## config.mk

```make
export PLATFORM = sky130hd
export DESIGN_NAME = qhi_front
export DESIGN_NICKNAME = d
export VERILOG_FILES = /design/src/rtl/qhi_pkg.sv /design/src/rtl/qhi_fifo.sv /design/src/rtl/qhi_front.sv
export SDC_FILE = /design/constraint.sdc
export NUM_CORES = 1
export LEC_CHECK = 0
export ABC_AREA = 1
export BUFFER_PORTS_ARGS = -buffer_cell sky130_fd_sc_hd__buf_2
export CAP_MARGIN = 20
export CORE_UTILIZATION = 57
export DETAILED_ROUTE_END_ITERATION = 16
export PLACE_DENSITY = 0.82
export SLEW_MARGIN = 40
export SYNTH_ARGS = -nofsm -noshare
export SYNTH_HDL_FRONTEND = slang
export SYNTH_HIERARCHICAL = 1
export SYNTH_SLANG_ARGS = --single-unit
```

## constraint.sdc

```tcl
create_clock -name clk_i -period 6.15 [get_ports clk_i]
set_clock_uncertainty 0.2 [all_clocks]
set_input_delay 1.845 -clock clk_i [delete_from_list [all_inputs] [get_ports clk_i]]
set_output_delay 1.845 -clock clk_i [all_outputs]
set_load 0.05 [all_outputs]
```

## src/rtl/qhi_pkg.sv

```systemverilog
package qhi_pkg;

  localparam int unsigned VAL_W      = 48;
  localparam int unsigned FRAC_W     = 33;
  localparam int unsigned IDX_W      = 6;
  localparam int unsigned REG_W      = 47;
  localparam int unsigned CMDQ_DEPTH = 4;
  localparam int unsigned OUTQ_DEPTH = 16;

  typedef logic signed [VAL_W-1:0] q48_t;
  typedef logic signed [63:0]      q64_t;

  typedef enum logic [1:0] {
    CMD_LOAD   = 2'd0,
    CMD_FORM   = 2'd1,
    CMD_INTERP = 2'd2
  } cmd_e;

  // Configuration register indexes.
  localparam logic REG_STEP_SIZE  = 1'b0;
  localparam logic REG_STEP_RECIP = 1'b1;

  localparam q64_t                ONE_Q   = 64'sh0000_0001_0000_0000;
  localparam logic [FRAC_W-1:0]   ONE_P   = 33'h1_0000_0000;
  localparam q64_t                MAX48_Q = 64'sd140737488355327;
  localparam q64_t                MIN48_Q = -64'sd140737488355328;

  // One queued word for the back end. Field a/b/c carry the payload of the
  // command: load uses all three, form uses a=half change and b=end slope,
  // interpolate uses b=end slope and p.
  typedef struct packed {
    cmd_e               kind;
    logic [IDX_W-1:0]   idx;
    q48_t               a;
    q48_t               b;
    q48_t               c;
    logic [FRAC_W-1:0]  p;
  } cmd_t;

  typedef struct packed {
    logic [IDX_W-1:0] idx;
    q48_t             value;
    q48_t             slope;
  } res_t;

  function automatic q64_t sx(input q48_t v);
    return 64'(v);
  endfunction

  function automatic q48_t sat48(input q64_t x);
    q48_t r;
    if (x > MAX48_Q) begin
      r = q48_t'(MAX48_Q);
    end else if (x < MIN48_Q) begin
      r = q48_t'(MIN48_Q);
    end else begin
      r = q48_t'(x);
    end
    return r;
  endfunction

endpackage

```

## src/rtl/qhi_fifo.sv

```systemverilog
module qhi_fifo import qhi_pkg::*; #(
  parameter int unsigned DEPTH = 4,
  parameter type T = logic
) (
  input  logic clk_i,
  input  logic rst_ni,
  input  logic wr_i,
  input  T     wdata_i,
  input  logic rd_i,
  output T     rdata_o,
  output logic full_o,
  output logic empty_o
);

  localparam int unsigned PTR_W = (DEPTH > 1) ? $clog2(DEPTH) : 1;
  localparam int unsigned CNT_W = $clog2(DEPTH + 1);

  T                 mem_q [DEPTH];
  logic [PTR_W-1:0] wr_ptr_q, rd_ptr_q;
  logic [CNT_W-1:0] cnt_q;

  assign full_o  = (cnt_q == CNT_W'(DEPTH));
  assign empty_o = (cnt_q == '0);
  assign rdata_o = mem_q[rd_ptr_q];

  always_ff @(posedge clk_i) begin
    if (wr_i) begin
      mem_q[wr_ptr_q] <= wdata_i;
    end
  end

  always_ff @(posedge clk_i or negedge rst_ni) begin
    if (!rst_ni) begin
      wr_ptr_q <= '0;
      rd_ptr_q <= '0;
      cnt_q    <= '0;
    end else begin
      if (wr_i) begin
        wr_ptr_q <= (wr_ptr_q == PTR_W'(DEPTH - 1)) ? '0 : wr_ptr_q + 1'b1;
      end
      if (rd_i) begin
        rd_ptr_q <= (rd_ptr_q == PTR_W'(DEPTH - 1)) ? '0 : rd_ptr_q + 1'b1;
      end
      if (wr_i && !rd_i) begin
        cnt_q <= cnt_q + 1'b1;
      end else if (rd_i && !wr_i) begin
        cnt_q <= cnt_q - 1'b1;
      end
    end
  end

endmodule

```

## src/rtl/qhi_front.sv

```systemverilog
module qhi_front import qhi_pkg::*; (
  input  logic              clk_i,
  input  logic              rst_ni,
  input  logic              push_i,
  output logic              full_o,
  input  logic [1:0]        cmd_i,
  input  logic [IDX_W-1:0]  var_index_i,
  input  q48_t              start_value_i,
  input  q48_t              start_slope_i,
  input  q48_t              step_change_i,
  input  q48_t              half_change_i,
  input  q48_t              end_slope_i,
  input  logic [FRAC_W-1:0] frac_i,
  output cmd_t              head_o,
  output logic              head_valid_o,
  input  logic              head_take_i
);

  cmd_t ent;
  logic keep;
  logic empty;

  // Classify the incoming word; the unused command code is dropped here.
  always_comb begin
    ent.kind = cmd_e'(cmd_i);
    ent.idx  = var_index_i;
    ent.a    = '0;
    ent.b    = '0;
    ent.c    = '0;
    ent.p    = (frac_i > ONE_P) ? ONE_P : frac_i;
    keep     = 1'b1;
    unique case (cmd_e'(cmd_i))
      CMD_LOAD: begin
        ent.a = start_value_i;
        ent.b = start_slope_i;
        ent.c = step_change_i;
      end
      CMD_FORM: begin
        ent.a = half_change_i;
        ent.b = end_slope_i;
      end
      CMD_INTERP: begin
        ent.b = end_slope_i;
      end
      default: begin
        keep = 1'b0;
      end
    endcase
  end

  qhi_fifo #(
    .DEPTH (CMDQ_DEPTH),
    .T     (cmd_t)
  ) u_cmdq (
    .clk_i   (clk_i),
    .rst_ni  (rst_ni),
    .wr_i    (push_i && !full_o && keep),
    .wdata_i (ent),
    .rd_i    (head_take_i),
    .rdata_o (head_o),
    .full_o  (full_o),
    .empty_o (empty)
  );

  assign head_valid_o = !empty;

endmodule

```

==> results of run 1 <==
## layout make-up
| class | count | share of cell area [%] |
|---|---|---|
| flip-flops and latches | 747 | 60.3 |
| inverters | 467 | 4.81 |
| diodes | 6 | 0.0404 |
| clock buffers | 92 | 5.28 |
| clock inverters | 39 | 1.22 |
| multi-input cells | 1266 | 18.0 |
| well taps | 748 | 2.52 |
| repair buffers | 509 | 7.82 |
## per-layer routing
layer,track usage [%],part of all wire (%)
met1,32.4,39
met2,43.1,50
met3,5.46,7.9
met4,10.1,3.5
met5,0,0.015
## cell families after synthesis
kind of cell / after synthesis
AO/OA/AOI/OAI: 470
flip-flops: 747
XOR/XNOR: 1
AND/OR/NAND/NOR: 785
buffers and inverters: 625
adder cells (fa/ha/maj): 10
## power by group
group | leakage, nW | switching (W) | internal, W
clock network | 1.17 | 0.00182 | 0.00268
logic | 7.50 | 0.00607 | 0.00165
registers | 6.99 | 0.000188 | 0.00645
## metrics by stage
stage	utilization [%]	setup slack [ns]	cells	cell area (um2)
2_1_floorplan	-	0.247	2638	31900
3_3_place_gp	62.7	1.40	3733	34600
3_5_place_dp	62.8	1.39	3735	34700
4_1_cts	67.2	1.13	3866	37100
5_1_grt	67.3	1.07	3872	37100
6_report	67.3	1.25	3874	37100
## critical path: stages (launching register included)
cell      delay, ns
dfrtp_4        0.51
inv_6          0.56
buf_4          0.54
o211ai_1       0.16
nand2_1        0.15
buf_2          0.29
## worst max path at each step
stage | start | end
after floorplan | cmd_i[0] | u_cmdq/mem_q[0][0]
after global placement | cmd_i[0] | u_cmdq/mem_q[2][10]
after detailed placement | cmd_i[0] | u_cmdq/mem_q[0][10]
after CTS | u_cmdq/rd_ptr_q[0] | head_o[54]
after global routing | u_cmdq/rd_ptr_q[0] | head_o[20]
final | u_cmdq/rd_ptr_q[1] | head_o[60]
## layout by cell type (no fill, tap or decap), types with 2 or more instances in the layout
cell type,n
clkinv_1,14
o21ai_0,4
inv_1,461
buf_12,16
clkinv_8,2
clkbuf_1,16
clkbuf_16,76
ha_1,6
buf_2,471
ha_4,2
bufinv_16,10
buf_16,3
buf_4,19
diode_2,6
dfrtp_1,6
a22o_1,48
nor2_1,24
nor2_4,4
nand2_1,724
clkinv_2,10
edfxtp_1,740
o211ai_1,370
nor3_1,2
nor2_2,28
inv_6,2
a21oi_1,48
clkinvlp_4,6
## sequential cells by signal (all words and copies together), names as in the netlist
name / flops
u_cmdq/wr_ptr_q: 2
u_cmdq/mem_q: 740
u_cmdq/rd_ptr_q: 2
u_cmdq/cnt_q: 3
==> key figures, run 1 <==
Route
  – WL final: approximately 73000 um
  – DRC violations left: 0
  – WL/cell: approximately 19 um
  – Vias post-DR: between 20000 and 25000
  – Vias per cell: between 5 and 6
  – 1st-iter DRT viols: approximately 1800
  – Iteration count of the initial detailed-routing pass: 5
  – Final ANT Viol Nets: 0

Placed design
  – Gp weighted congestion: 0.820
  – Post-DP HPWL: about 45000 um
  – Port Buf Inserts: around 470

Setup path
  – RR Startpoint: u_cmdq/cnt_q[0]
  – Critical Path AT: between 2 and 3 ns
  – Critical path capture point type: output pin
  – WP data required: 4.11 ns
  – Critical Path Start Type: flop
  – R2r setup slk: between 3 and 4 ns
  – Worst Setup Path Type: flop to output pin
  – R2R depth: 5
  – FF-to-FF End: u_cmdq/mem_q[3][158]
  – Crit-path max FO: 75

STA
  – Worst slew margin: about half
  – Hold_ws: ~0.31 ns
  – Setup violators final: 0
  – Count of final hold-check violations: 0
  – Actual slew at the worst max-slew pin: between 0.7 and 0.8 ns
  – Tcrit/Tclk final: around four fifths
  – Peak Freq: 0.204 GHz
  – Max-slew violations: 0
  – Setup TNS: 0 ns
  – Crit path time final: around 4.9 ns
  – Unrepaired setup endpoints after global routing: false

Layout
  – FF+latch area: between 0.02 and 0.025 mm2
  – Final nets: 3360
  – Multi-input logic area: approximately 0.0067 mm2
  – Share of layout cells above drive strength 1: 20.9%
  – Fillers: between 3000 and 4000
  – Area grow syn2layout: 16.6%

Logic synthesis
  – Mux cell area share after synthesis: 0%
  – Post-synth ARST share: less than 1%
  – XOR/XNOR Fraction of Synth Area: less than 1%
  – Commonest cells in the netlist: 740 x edfxtp_1, 724 x nand2_1, 465 x inv_1, 370 x o211ai_1, 71 x buf_2
  – Post-synthesis cell count: ~2600
  – Synth Area in Compound Gates: roughly 11%
  – EDFF count, synth: between 700 and 800
  – Leading area contributor after synthesis: edfxtp_1
  – Post-Synth Simple-Gate Area: about a tenth
  – Sequential cell area fraction in the yosys report: around 70%
  – Yosys warning count: 6
  – Largest family of logic cells by synthesized area: compound AO/OA/AOI/OAI gates
  – Syn Area/Cell: around 12 um2
  – Largest cells by area after synthesis: edfxtp_1 70%, o211ai_1 8.7%, nand2_1 8.5%
  – Fraction of the mapped netlist area in adder cells: less than 1%
  – Synthesized area: roughly 0.032 mm2
  – Syn nets: just under 3000
  – Cell with the most instances after synthesis: edfxtp_1
  – Post-synth top flop: edfxtp_1
  – Post-synth cell types: 24
  – #FFs+latches synth: 747
  – Yosys top cell area share: between 60% and 70%

Global routing
  – Vias in the first global route: 20811
  – Initial antenna violation count: 7
  – First-pass GRT wire length: between 100000 and 150000 um
  – Largest net degree at the start of global routing: between 150 and 200
  – Grt ovf: 0
  – GR Util All Layers: between 20% and 30%

Clock network
  – CTS root buf: clkbuf_16
  – Num CTS Buffers: between 70 and 80
  – Post-CTS setup buffer count: 0
  – PostCTS Resize Cnt: 0
  – CTS tree: done
  – Worst skew pair latency: between 0.6 and 0.7 ns
  – H-Tree Depth: 3
  – Reg clk slew, reported paths: ~0.060 ns
  – # hold bufs at CTS: 0
  – Clk sinks: roughly 750
  – CTS max path bufs: 3

Status
  – Run status: finished, final reports clean

Floorplan
  – Die X-Extent: 238 um
  – I/O pin count: 472
  – Row count: 86
  – Die ar.: between 0.05 and 0.06 mm2
  – Vert. Die Dim: between 200 and 250 um
  – Initial core utilization: a little under 60%
  – Core Area: between 0.05 and 0.06 mm2

Worst hold path
  – Hold depth: 2
  – Worst Hold Class: flop to flop
  – Hold Path Sink: u_cmdq/cnt_q[2]
  – Hold Crit Start: u_cmdq/cnt_q[2]

Power
  – Max VDD drop: 0.399 mV
  – Power Total: roughly 0.019 W
  – Pwr/cell area: ~500 mW/mm2
  – P_leak: 15.7 nW

Job
  – Max Cap Viol: 0
Power figures use the tool's default switching activity.
==> inputs of run 2 (changes only) <==
- CORE_UTILIZATION: 57 -> 52
- PLACE_DENSITY: 0.82 -> 0.79
- clock period: 6.15 -> 4.4 ns (I/O delays scaled with it)
==> key figures, run 2 (synthesized netlist as in run 1, its figures left out) <==
Status
  – Run status: finished, final reports clean

Worst hold path
  – Hold Crit Start: u_cmdq/cnt_q[2]
  – Hold Path Sink: u_cmdq/cnt_q[2]
  – Worst Hold Class: flop to flop
  – Hold depth: 2 (unchanged)

Route
  – 1st-iter DRT viols: 1637 (-8.7%)
  – Final ANT Viol Nets: 0 (unchanged)
  – Iteration count of the initial detailed-routing pass: 5 (unchanged)
  – Vias per cell: 5.25 (-3.6%)
  – WL final: 69100 um (-5.1%)
  – WL/cell: 17.6 um (-6.2%)
  – Vias post-DR: 20594 (-2.4%)
  – DRC violations left: 0 (unchanged)

Floorplan
  – Initial core utilization: 52.7% (-5.0 points)
  – Die ar.: 0.0623 mm2 (+9.5%)
  – Vert. Die Dim: 250 um (+4.7%)
  – I/O pin count: 472 (unchanged)
  – Core Area: 0.0605 mm2 (+9.5%)
  – Die X-Extent: 250 um (+4.7%)
  – Row count: 90 (+4.7%)

Setup path
  – Critical path capture point type: output pin
  – Critical Path AT: 2.74 ns (-0.12 ns)
  – RR Startpoint: u_cmdq/cnt_q[0]
  – R2r setup slk: 1.94 ns (-1.16 ns)
  – Critical Path Start Type: flop
  – Worst Setup Path Type: flop to output pin
  – Crit-path max FO: 46 (-39%)
  – FF-to-FF End: u_cmdq/mem_q[3][154]
  – R2R depth: 5 (unchanged)
  – WP data required: 2.88 ns (-1.23 ns)

Layout
  – Leading cell type in the layout, fill and taps excluded: edfxtp_1
  – Biggest regs: u_cmdq/mem_q: 740 flops, u_cmdq/cnt_q: 3 flops
  – Share of layout cells above drive strength 1: 21.2% (+0.28 points)
  – Max reg flops: 740 (unchanged)
  – Final nets: 3369 (+0.27%)
  – Commonest non-fill, non-tap cells in the layout: 740 x edfxtp_1, 724 x nand2_1, 471 x buf_2, 461 x inv_1, 370 x o211ai_1
  – Area grow syn2layout: 17.1%
  – Biggest register: u_cmdq/mem_q

Clock network
  – PostCTS Resize Cnt: 0 (unchanged)
  – Reg clk slew, reported paths: 0.06 ns (about the same)
  – CTS tree: done
  – CTS max path bufs: 3 (unchanged)
  – Clk sinks: 747 (unchanged)
  – Post-CTS setup buffer count: 0 (unchanged)
  – Worst skew pair latency: 0.59 ns (-0.02 ns)
  – Num CTS Buffers: 76 (+2.7%)
  – H-Tree Depth: 3 (unchanged)
  – # hold bufs at CTS: 0 (unchanged)
  – CTS root buf: clkbuf_16

Power
  – Pwr/cell area: 702 mW/mm2 (+38%)
  – Max VDD drop: 0.592 mV (+48%)
  – P_leak: 15.7 nW (+0.44%)
  – Power Total: 0.0262 W (+39%)

STA
  – Actual slew at the worst max-slew pin: 0.777 ns (+0.0227 ns)
  – Setup TNS: 0 ns (unchanged)
  – Unrepaired setup endpoints after global routing: false
  – Peak Freq: roughly 0.23 GHz
  – Max-slew violations: 0 (unchanged)
  – Tcrit/Tclk final: 96.8%
  – Setup violators final: 0 (unchanged)
  – Worst slew margin: 48.2% (-1.5 points)
  – Count of final hold-check violations: 0 (unchanged)
  – Crit path time final: roughly 4.3 ns

Placed design
  – Gp weighted congestion: 0.811 (-1.1%)
  – Port Buf Inserts: 471 (unchanged)
  – Post-DP HPWL: 43400 um (-3.5%)

Job
  – Max Cap Viol: 0 (unchanged)

Global routing
  – Initial antenna violation count: 5 (-2)
  – Grt ovf: 0 (unchanged)
  – GR Util All Layers: 22.1% (-3.5 points)
  – First-pass GRT wire length: 106000 um (-4.5%)
  – Largest net degree at the start of global routing: 112 (-30%)
  – Vias in the first global route: 19634 (-5.7%)
run 2: changes by cell type in the layout (fill, tap and decap cells not counted), sizes merged, moves of 3 or more:
cell,previous run,this run
clkbuf,92,95
clkinv,27,34
inv,463,468
buf,509,516
bufinv,10,5
diode,6,1
run 2: per-stage QoR:
stage | setup slack [ns] | util, % | hold WS (ns) | instances | instance area [um2]
global placement | 0.838 | 57.7 | 0.293 | 3778 | 34900
floorplan | -0.725 | - | 0.263 | 2638 | 31900
finish | 0.142 | 61.7 | 0.309 | 3919 | 37300
detailed placement | 0.793 | 57.7 | 0.298 | 3778 | 34900
CTS | 0.0894 | 61.7 | 0.310 | 3918 | 37300
global route | 0.0564 | 61.7 | 0.334 | 3918 | 37300
run 2: power by group:
part           switching (W)  leakage [nW]  internal, W
logic                0.00829          7.55      0.00238
clock network        0.00258          1.19      0.00363
registers           0.000305          6.99      0.00902
total                 0.0112          15.7       0.0150
run 2: worst max path at each step:
stage                            start                  to  slack, ns  depth (start not counted)
finish              u_cmdq/rd_ptr_q[1]          head_o[26]       0.14                          6
global route        u_cmdq/rd_ptr_q[1]          head_o[26]       0.06                          6
CTS                 u_cmdq/rd_ptr_q[1]          head_o[26]       0.09                          6
detailed placement  u_cmdq/rd_ptr_q[1]          head_o[26]       0.79                          6
global placement    u_cmdq/rd_ptr_q[1]         head_o[103]       0.84                          6
floorplan                     cmd_i[0]  u_cmdq/mem_q[0][0]      -0.72                          5
run 2: layout make-up:
cell class / instances / area (um2)
fill: 4452 / 23200
sequential: 747 / 22400
multi-input combinational: 1266 / 6700
timing repair buffer: 516 / 3010
clock buffer: 95 / 2060
inverter: 467 / 1780
tap: 782 / 978
clock inverter: 45 / 369
antenna: 1 / 2.50
run 2: per-layer routing:
metal  track usage [%]  wire length, um  share of wire [%]
met5                 0               12              0.017
met4              7.28             1670                2.4
met3              3.83             4710                6.8
met2              38.3            34800                 50
met1              28.1            27900                 40
run 2: critical path: stages, from the launching register on:
cell      delay [ns]
dfrtp_4         0.70
inv_6           0.28
buf_12          0.29
buf_4           0.26
o211ai_1        0.13
nand2_1         0.12
buf_2           0.28
