**config.mk**
```make
export PLATFORM = sky130hd
export DESIGN_NAME = qhi_fifo
export DESIGN_NICKNAME = d
export VERILOG_FILES = /design/src/rtl/qhi_pkg.sv /design/src/rtl/qhi_fifo.sv
export SDC_FILE = /design/constraint.sdc
export NUM_CORES = 1
export LEC_CHECK = 0
export BUFFER_PORTS_ARGS = -buffer_cell sky130_fd_sc_hd__buf_2
export CORE_MARGIN = 1
export CORE_UTILIZATION = 26
export DETAILED_ROUTE_END_ITERATION = 6
export PLACE_DENSITY = 0.46
export SLEW_MARGIN = 40
export SYNTH_ARGS = -nofsm -noshare
export SYNTH_HDL_FRONTEND = slang
export SYNTH_SLANG_ARGS = --single-unit
```
**constraint.sdc**
```tcl
create_clock -name clk_i -period 3.9 [get_ports clk_i]
set_input_delay 0 -clock clk_i [delete_from_list [all_inputs] [get_ports clk_i]]
set_output_delay 0 -clock clk_i [all_outputs]
set_load 0.01 [all_outputs]
```
**src/rtl/qhi_pkg.sv**
```systemverilog
package qhi_pkg;

  localparam int unsigned VAL_W      = 48;
  localparam int unsigned FRAC_W     = 33;
  localparam int unsigned IDX_W      = 6;
  localparam int unsigned REG_W      = 47;
  localparam int unsigned CMDQ_DEPTH = 4;
  localparam int unsigned OUTQ_DEPTH = 16;

  typedef logic signed [VAL_W-1:0] q48_t;
  typedef logic signed [63:0]      q64_t;

  typedef enum logic [1:0] {
    CMD_LOAD   = 2'd0,
    CMD_FORM   = 2'd1,
    CMD_INTERP = 2'd2
  } cmd_e;

  // Configuration register indexes.
  localparam logic REG_STEP_SIZE  = 1'b0;
  localparam logic REG_STEP_RECIP = 1'b1;

  localparam q64_t                ONE_Q   = 64'sh0000_0001_0000_0000;
  localparam logic [FRAC_W-1:0]   ONE_P   = 33'h1_0000_0000;
  localparam q64_t                MAX48_Q = 64'sd140737488355327;
  localparam q64_t                MIN48_Q = -64'sd140737488355328;

  // One queued word for the back end. Field a/b/c carry the payload of the
  // command: load uses all three, form uses a=half change and b=end slope,
  // interpolate uses b=end slope and p.
  typedef struct packed {
    cmd_e               kind;
    logic [IDX_W-1:0]   idx;
    q48_t               a;
    q48_t               b;
    q48_t               c;
    logic [FRAC_W-1:0]  p;
  } cmd_t;

  typedef struct packed {
    logic [IDX_W-1:0] idx;
    q48_t             value;
    q48_t             slope;
  } res_t;

  function automatic q64_t sx(input q48_t v);
    return 64'(v);
  endfunction

  function automatic q48_t sat48(input q64_t x);
    q48_t r;
    if (x > MAX48_Q) begin
      r = q48_t'(MAX48_Q);
    end else if (x < MIN48_Q) begin
      r = q48_t'(MIN48_Q);
    end else begin
      r = q48_t'(x);
    end
    return r;
  endfunction

endpackage

```
**src/rtl/qhi_fifo.sv**
```systemverilog
module qhi_fifo import qhi_pkg::*; #(
  parameter int unsigned DEPTH = 4,
  parameter type T = logic
) (
  input  logic clk_i,
  input  logic rst_ni,
  input  logic wr_i,
  input  T     wdata_i,
  input  logic rd_i,
  output T     rdata_o,
  output logic full_o,
  output logic empty_o
);

  localparam int unsigned PTR_W = (DEPTH > 1) ? $clog2(DEPTH) : 1;
  localparam int unsigned CNT_W = $clog2(DEPTH + 1);

  T                 mem_q [DEPTH];
  logic [PTR_W-1:0] wr_ptr_q, rd_ptr_q;
  logic [CNT_W-1:0] cnt_q;

  assign full_o  = (cnt_q == CNT_W'(DEPTH));
  assign empty_o = (cnt_q == '0);
  assign rdata_o = mem_q[rd_ptr_q];

  always_ff @(posedge clk_i) begin
    if (wr_i) begin
      mem_q[wr_ptr_q] <= wdata_i;
    end
  end

  always_ff @(posedge clk_i or negedge rst_ni) begin
    if (!rst_ni) begin
      wr_ptr_q <= '0;
      rd_ptr_q <= '0;
      cnt_q    <= '0;
    end else begin
      if (wr_i) begin
        wr_ptr_q <= (wr_ptr_q == PTR_W'(DEPTH - 1)) ? '0 : wr_ptr_q + 1'b1;
      end
      if (rd_i) begin
        rd_ptr_q <= (rd_ptr_q == PTR_W'(DEPTH - 1)) ? '0 : rd_ptr_q + 1'b1;
      end
      if (wr_i && !rd_i) begin
        cnt_q <= cnt_q + 1'b1;
      end else if (rd_i && !wr_i) begin
        cnt_q <= cnt_q - 1'b1;
      end
    end
  end

endmodule

```
==> flow_metrics.tcl, run 1 <==
set metrics [dict create \
    syn_area_um2 556 \
    ctsHtreeMaxLevel 1 \
    drive_above_1_share_pct 25.5 \
    vias_per_cell 3.77 \
    cp-end-kind "register" \
    slew_headroom_pct 88.2 \
    clkLatencyLatePin_ns 0.26 \
    grt_pass1_vias 284 \
    synth.distinct_cells 16 \
    ys_ff_latch 11 \
    path_clk_slew_ns 0.07 \
    drc 0 \
    cts-root-buf "clkbuf_4" \
    antenna_found_initial 0 \
    hp-start "wr_i" \
    tightest_slew_ns 0.177 \
    drv_cap 0 \
    synth_top_family_by_area "adder cells" \
    layout_common_cells "dfrtp_1 (7), buf_2 (7), ha_1 (6)" \
    wl_um 719 \
    post-route-period-util_pct 35.1 \
    grt_start_max_net_pins 10 \
    syn_to_final_growth_pct 20.7 \
    synth_xor_area_share_pct 4.73 \
    synth.avg_cell_area_um2 13.2 \
    seq_area_frac_synth_pct 53.2 \
    slew_violations 0 \
    crit_required_ns 4.09 \
    synth.largest_area_cell "dfrtp_1" \
    setup_viol 0 \
    r2r_start "cnt_q[0]" \
    final_hold_viol_count 0 \
    wl_per_cell_um 8.77 \
    dp_hpwl_um 571 \
    nets 68 \
    final_core_util_pct 33.8 \
    startpoint_type "register" \
    ant_nets 0 \
    core_um2 1980 \
    start_util_pct 28.0 \
    syn_inst 42 \
    cp.arrival_ns 1.56 \
    grt_overflow_total 0 \
    synth_nets 54 \
    fin_tns_setup_ns 0 \
    ios 8 \
    drt_iter0_markers 1 \
    track_usage_pct 7.69 \
    die_w_um 48.2 \
    synth_top_area_share_pct 31.5 \
    critPathKind "register to register" \
    ir_worst_vdd_mv 0.170 \
    cts_setup_buffers 0 \
    fmax_mhz 730 \
    finClkSkew_ns 0.00343 \
    synthAdderAreaFrac_pct 17.1 \
    synth.area.top_cells "dfrtp_1 (32%), edfxtp_1 (22%), ha_1 (14%)" \
    muxShareOfSynthArea_pct 10.1 \
    rows 16 \
    gp_congestion 0.649 \
    min_path_type "input pin to register" \
    cts_resized 0 \
    period_needed_ns 1.37 \
    cts_buffer_depth 2 \
    cts_num_sinks 11 \
    yosys.area_share.simple_pct 9.68 \
    grt_pass1_wl_um 1120 \
    power.leakage_nw 0.299 \
    rsz0062_at_grt "no" \
    cts_tree "done" \
    synth_compound_area_share_pct 1.80 \
    drt_pass1_iterations 2 \
    diodes 0 \
    fp.dieH_um 48.2 \
    run_status "completed" \
    powerDensity_nw_per_um2 632 \
    dieArea_um2 2330 \
    cp_max_fo 4 \
    vias 309 \
    startpoint "cnt_q[0]" \
    numCtsBuffers 3 \
    port_buffers 7 \
    yosysWarnings 0 \
]
-- worst max-delay path, cell delays in order, from the launching register on --
cell and delay, ns:
dfrtp_1 0.43, fa_1 0.45, xor2_1 0.17, nor2_1 0.11, xor2_1 0.14
-- kinds of logic after synthesis --
kind of cell,Yosys count
simple gates,10
xor+xnor,3
mux,4
fa+ha+maj,7
compound gates,2
buf+inv,5
flops,11
-- metrics by stage --
stage               hold WS, ns  setup WS (ns)  area, um2  std cells  total power [W]
global route             0.0197           2.44        671         82         0.000470
CTS                      0.0104           2.52        671         82         0.000433
floorplan                -0.296           2.58        556         42         0.000311
detailed placement       -0.155           2.54        624         76         0.000352
finish                   0.0217           2.53        671         82         0.000424
global placement         -0.154           2.56        624         76         0.000352
-- area by class of cell --
cell class / instances / area (um2)
repair buffers: 9 / 55.1
multi-input cells: 26 / 241
well taps: 27 / 33.8
flip-flops and latches: 11 / 295
fillers: 209 / 1310
clock buffers: 4 / 26.3
inverters: 5 / 18.8
-- flip-flops by register name, indices dropped and copies added (netlist names) --
signal / cells
mem_q: 4
cnt_q: 3
rd_ptr_q: 2
wr_ptr_q: 2
-- path summary, 6_finish.rpt --
check	end	slack [ns]	cells past startpoint
max in group asynchronous	wr_ptr_q[1]	3.64	2
setup / recovery	cnt_q[2]	2.53	4
hold reg to reg	cnt_q[2]	0.50	1
setup reg to reg	cnt_q[2]	2.53	4
min in group asynchronous	cnt_q[2]	0.10	2
hold / removal	wr_ptr_q[0]	0.02	2
-- synth_stat cells --
master,count
xor2_1,2
dfrtp_1,7
nor3b_1,1
nor3_1,1
and2_1,4
xnor2_1,1
nand3_1,1
fa_1,1
nand2_1,1
mux4_2,1
o21ai_0,2
inv_1,5
nor2_1,2
mux2_2,3
ha_1,6
edfxtp_1,4
-- what timing repair did --
| action | CTS | global route |
|---|---|---|
| setup endpoints to repair | 0 | 0 |
| endpoints found under the hold margin | 11 | 0 |
| hold buffers | 2 | 0 |
-- where the power goes --
group	total, W	switching, W	leakage [nW]	internal, W
sequential	0.000203	0.0000387	0.120	0.000165
combinational	0.000145	0.0000629	0.165	0.0000817
clock	0.0000760	0.0000365	0.0150	0.0000395
-- metal layers --
layer	global-route usage, %	wire, um	up-vias
li1	-	-	166
met1	8.72	345	140
met2	10.9	348	3
met3	3.33	25	0
met4	6.67	0	0
met5	0	0	-
Power figures use the tool's default switching activity.
==> inputs of run 2 (changes only) <==
==> constraint.sdc (replaced) <==
create_clock -name clk_i -period 1.3 [get_ports clk_i]
set_input_delay 0 -clock clk_i [delete_from_list [all_inputs] [get_ports clk_i]]
set_output_delay 0 -clock clk_i [all_outputs]
set_load 0.01 [all_outputs]
==> run 2 against run 1 <==
- the run now ends with negative setup slack left
- largest cell class unchanged
- largest power group unchanged
- via count grew 10%
- worst hold slack gained 0.076 ns
- global-route usage grew 1.7 points
- count of clock-buffer cells in the layout is the same
- critical path type is now register to primary output
- clock skew shrank 0.0029 ns
- worst setup slack lost 2.5 ns
- final cell count grew 6.1%
==> flow_metrics.tcl, run 2 (synthesis results as in run 1) <==
set metrics [dict create \
    pwr-share-seq_pct 42.5 \
    place_area_um2 649 \
    hold_slack_ns 0.0976 \
    start_util_pct 28.0 \
    drive_above_1_share_pct 33.3 \
    powerDensity_nw_per_um2 1950 \
    slew_headroom_pct 88.3 \
    wl_um 853 \
    ir_worst_vdd_mv 0.497 \
    cts_buffer_depth 2 \
    final_hold_viol_count 0 \
    grt_start_max_net_pins 8 \
    final_core_util_pct 36.2 \
    total_power_w 0.00140 \
    comb_power_share_pct 41.2 \
    fin_cells 87 \
    drt_pass1_iterations 1 \
    period_needed_ns 1.30 \
    core_um2 1980 \
    rows 16 \
    crit_family "multiplexers" \
    drv_cap 0 \
    startpoint_type "register" \
    dp_hpwl_um 631 \
    crit_path_max_incr_delay_ns 0.52 \
    fp.dieH_um 48.2 \
    ios 8 \
    vias_per_cell 3.92 \
    fin_area_um2 717 \
    drt_iter0_markers 0 \
    drc 0 \
    path_cells "mux4_2, buf_6" \
    fmax_mhz 767 \
    crit_required_ns 1.30 \
    die_w_um 48.2 \
    layout_common_cells "dfrtp_1 (7), ha_1 (6), buf_2 (6)" \
    cts_tree "done" \
    final_common_cell "dfrtp_1" \
    port_buffers 7 \
    dp_cells 79 \
    cp-end-kind "primary output" \
    fill_cells 221 \
    wl_per_cell_um 9.80 \
    clkLatencyLatePin_ns 0.26 \
    largest_register "mem_q" \
    vias 341 \
    diodes 0 \
    cp_slowest_cell "mux4_2" \
    grt_pass1_wl_um 1370 \
    numCtsBuffers 3 \
    largestRegisters "mem_q x4, cnt_q x3" \
    track_usage_pct 9.34 \
    grt_overflow_total 0 \
    slew_violations 0 \
    ant_nets 0 \
    setup_viol 1 \
    violations "negative setup slack" \
    cp.arrival_ns 1.30 \
    tightest_slew_ns 0.176 \
    path_clk_slew_ns 0.07 \
    cts_num_sinks 11 \
    grt_pass1_vias 337 \
    syn_to_final_growth_pct 29.1 \
    dieArea_um2 2330 \
    finClkSkew_ns 0.000539 \
    setup_ws_ns -0.00336 \
    largest_register_ffs 4 \
    cp_max_fo 2 \
    run_status "finished, violations left" \
    power.leakage_nw 0.326 \
    critPathKind "register to primary output" \
    min_path_type "input pin to async pin" \
    rsz0062_at_grt "yes" \
    post-route-period-util_pct 100 \
    cts-root-buf "clkbuf_4" \
    antenna_found_initial 0 \
    p_sw_share_pct 32.3 \
    worst-path-buf-inv 1 \
    ctsHtreeMaxLevel 1 \
    power.switching_w 0.000452 \
    nets 73 \
    cellInternalPower_w 0.000946 \
    gp_congestion 0.701 \
    p_clk_share_pct 16.4 \
]
==> run 2: changes by cell type in the layout (fill, tap and decap cells not counted) <==
cell	previous run	this run
buf_6	0	1
buf_4	0	5
fa_2	0	1
fa_1	1	0
buf_2	7	6
==> run 2: final timing paths <==
path                              from           to  slack [ns]  cells past startpoint
setup reg to reg              cnt_q[0]     cnt_q[2]        0.04                      4
hold reg to reg               cnt_q[2]     cnt_q[2]        0.52                      1
min in group clk_i                wr_i     mem_q[3]        0.10                      2
max in group asynchronous       rst_ni  wr_ptr_q[0]        1.03                      2
setup / recovery           rd_ptr_q[0]      rdata_o      -0.003                      2
hold / removal                  rst_ni  rd_ptr_q[1]         0.1                      2
==> run 2: worst register-to-register path: cells and delay by family (launching register included) <==
family | cells | cell delay [ns]
flops | 1 | 0.40
xor+xnor | 2 | 0.30
simple gates | 1 | 0.13
fa+ha+maj | 1 | 0.36
==> run 2: timing repair <==
item                       CTS  global route
hold buffers                 2             0
pin swaps                    4             2
buffers inserted             2             0
resized for setup            0             1
setup endpoints to repair    2             2
hold endpoints to repair    11             0
==> run 2: through the flow <==
| step | setup WS (ns) | setup TNS [ns] |
|---|---|---|
| global placement | 0.0381 | 0 |
| detailed placement | 0.0120 | 0 |
| floorplan | 0.0281 | 0 |
| CTS | -0.0103 | -0.0103 |
| global route | -0.0624 | -0.0810 |
| finish | -0.00336 | -0.00336 |
==> run 2: layout make-up <==
type / count / area [um2] / area share [%]
clock buffers: 4 / 26.3 / 3.66
well taps: 27 / 33.8 / 4.71
inverters: 5 / 18.8 / 2.62
flip-flops and latches: 11 / 295 / 41.2
repair buffers: 14 / 98.8 / 13.8
multi-input cells: 26 / 244 / 34.0
==> run 2: metal layers <==
layer  part of all wire, %  wire length [um]  GRT usage, %
met4                   1.2                10          8.33
met2                    51               435          13.3
met1                    44               379          10.9
met3                   3.2                27          3.33
met5                     0                 0             0
==> run 2: power by group through the flow <==
stage	clock network [W]	registers, W	logic [W]
2_1_floorplan	0	0.000598	0.000339
3_3_place_gp	0	0.000610	0.000483
3_5_place_dp	0	0.000613	0.000487
4_1_cts	0.000243	0.000592	0.000558
5_1_grt	0.000260	0.000606	0.000675
6_report	0.000229	0.000594	0.000576
==> inputs of run 3 (changes only) <==
--- a/config.mk
+++ b/config.mk
@@ -5,11 +5,12 @@
 export SDC_FILE = /design/constraint.sdc
 export NUM_CORES = 1
 export LEC_CHECK = 0
-export BUFFER_PORTS_ARGS = -buffer_cell sky130_fd_sc_hd__buf_2
 export CORE_MARGIN = 1
 export CORE_UTILIZATION = 26
 export DETAILED_ROUTE_END_ITERATION = 6
-export PLACE_DENSITY = 0.46
+export DONT_BUFFER_PORTS = 1
+export GPL_TIMING_DRIVEN = 0
+export PLACE_DENSITY = 0.42
 export SLEW_MARGIN = 40
 export SYNTH_ARGS = -nofsm -noshare
 export SYNTH_HDL_FRONTEND = slang
==> run 3 against run 2 <==
- the flow now finishes without violations
- final cell count shrank 9.2%
- clock power shrank 2%
- count of clock-buffer cells in the layout is the same
- maximum frequency grew 0.83%
- first-iteration DRC count grew 2
- register-to-register slack lost 0.03 ns
- worst hold slack lost 0.076 ns
- power shrank 6.8%
- critical path type is now register to register
==> flow_metrics.tcl, run 3 (synthesis results as in run 1) <==
set metrics [dict create \
    cp_max_fo 2 \
    fin_area_um2 673 \
    final_hold_viol_count 0 \
    ant_nets 0 \
    antenna_found_initial 0 \
    dieArea_um2 2330 \
    clkLatencyLatePin_ns 0.26 \
    cts_resized 0 \
    crit_required_ns 1.48 \
    wl_per_cell_um 10.8 \
    grt_overflow_total 0 \
    place_area_um2 592 \
    port_buffers 0 \
    drt_pass1_iterations 2 \
    tightest_slew_ns 0.399 \
    rows 16 \
    vias_per_cell 3.97 \
    fmax_mhz 774 \
    gp_congestion 0.595 \
    ctsHtreeMaxLevel 1 \
    drv_cap 0 \
    cts_tree "done" \
    grt_start_max_net_pins 9 \
    cp.arrival_ns 1.47 \
    fp.dieH_um 48.2 \
    grt_pass1_wl_um 1290 \
    layout_common_cells "dfrtp_1 (7), ha_1 (6), inv_1 (5)" \
    drc 0 \
    start_util_pct 28.0 \
    period_needed_ns 1.29 \
    power.leakage_nw 0.288 \
    finClkSkew_ns 0.00303 \
    largest_register "mem_q" \
    critPathKind "register to register" \
    track_usage_pct 8.62 \
    total_power_w 0.00130 \
    setup_ws_ns 0.00743 \
    dpl_worst_slack_ns -0.0928 \
    drive_above_1_share_pct 19.2 \
    die_w_um 48.2 \
    nets 65 \
    numCtsBuffers 3 \
    rsz0062_at_grt "yes" \
    largestRegisters "mem_q x4, cnt_q x3" \
    wl_um 852 \
    vias 314 \
    grt_pass1_vias 300 \
    run_status "completed" \
    largest_register_ffs 4 \
    ios 8 \
    diodes 0 \
    dp_hpwl_um 656 \
    powerDensity_nw_per_um2 1940 \
    cts-root-buf "clkbuf_4" \
    cts_buffer_depth 2 \
    slew_violations 0 \
    slew_headroom_pct 73.4 \
    setup_viol 0 \
    syn_to_final_growth_pct 21.2 \
    min_path_type "input pin to register" \
    path_clk_slew_ns 0.07 \
    cts_num_sinks 11 \
    final_common_cell "dfrtp_1" \
    post-route-period-util_pct 99.4 \
    startpoint_type "register" \
    ir_worst_vdd_mv 0.613 \
    core_um2 1980 \
    hold_slack_ns 0.0218 \
    drt_iter0_markers 2 \
    cp-end-kind "register" \
    final_core_util_pct 34.0 \
]
==> run 3: layer usage <==
layer / share of wire [%] / track usage (%) / vias to the layer above
met5: 0 / 0 / -
met4: 0 / 5.00 / 0
met3: 6.1 / 3.70 / 0
met2: 50 / 12.8 / 6
met1: 43 / 10.3 / 148
li1: - / - / 160
==> run 3: power by group <==
part           switching [W]  total (W)  leakage, nW  internal (W)
Combinational       0.000217   0.000478        0.153      0.000261
Sequential          0.000106   0.000600        0.120      0.000494
Clock               0.000107   0.000225       0.0150      0.000119
==> run 3: area by class of cell <==
class / count / area (um2)
Inverter: 5 / 18.8
Clock buffer: 4 / 26.3
Sequential cell: 11 / 295
Tap cell: 27 / 33.8
Fill cell: 192 / 1310
Multi-Input combinational cell: 26 / 244
Timing Repair Buffer: 6 / 55.1
==> run 3: worst paths after layout <==
kind / startpoint / slack, ns / depth (start not counted) / end
hold reg to reg: cnt_q[2] / 0.52 / 1 / cnt_q[2]
hold / removal: wr_i / 0.02 / 2 / cnt_q[0]
setup reg to reg: cnt_q[1] / 0.007 / 4 / cnt_q[2]
min in group asynchronous: rst_ni / 0.07 / 1 / rd_ptr_q[0]
setup / recovery: cnt_q[1] / 0.007 / 4 / cnt_q[2]
max in group asynchronous: rst_ni / 0.98 / 1 / cnt_q[1]
==> run 3: repair_timing <==
| action | CTS | global route |
|---|---|---|
| hold endpoints to repair | 19 | 0 |
| setup buffers | 2 | 0 |
| pin swaps | 4 | 1 |
| setup endpoints to repair | 2 | 1 |
| hold buffers | 4 | 0 |
==> run 3: critical path: stages (launching register included) <==
cell     delay (ns)
dfrtp_1        0.41
fa_2           0.36
xor2_1         0.14
nor2_1         0.12
xor2_1         0.18
==> run 3: through the flow <==
stage                     instances  TNS (ns)
after floorplan                  42         0
after global placement           69         0
after detailed placement         69   -0.0928
after CTS                        79   -0.0398
after global routing             79   -0.0352
final                            79         0
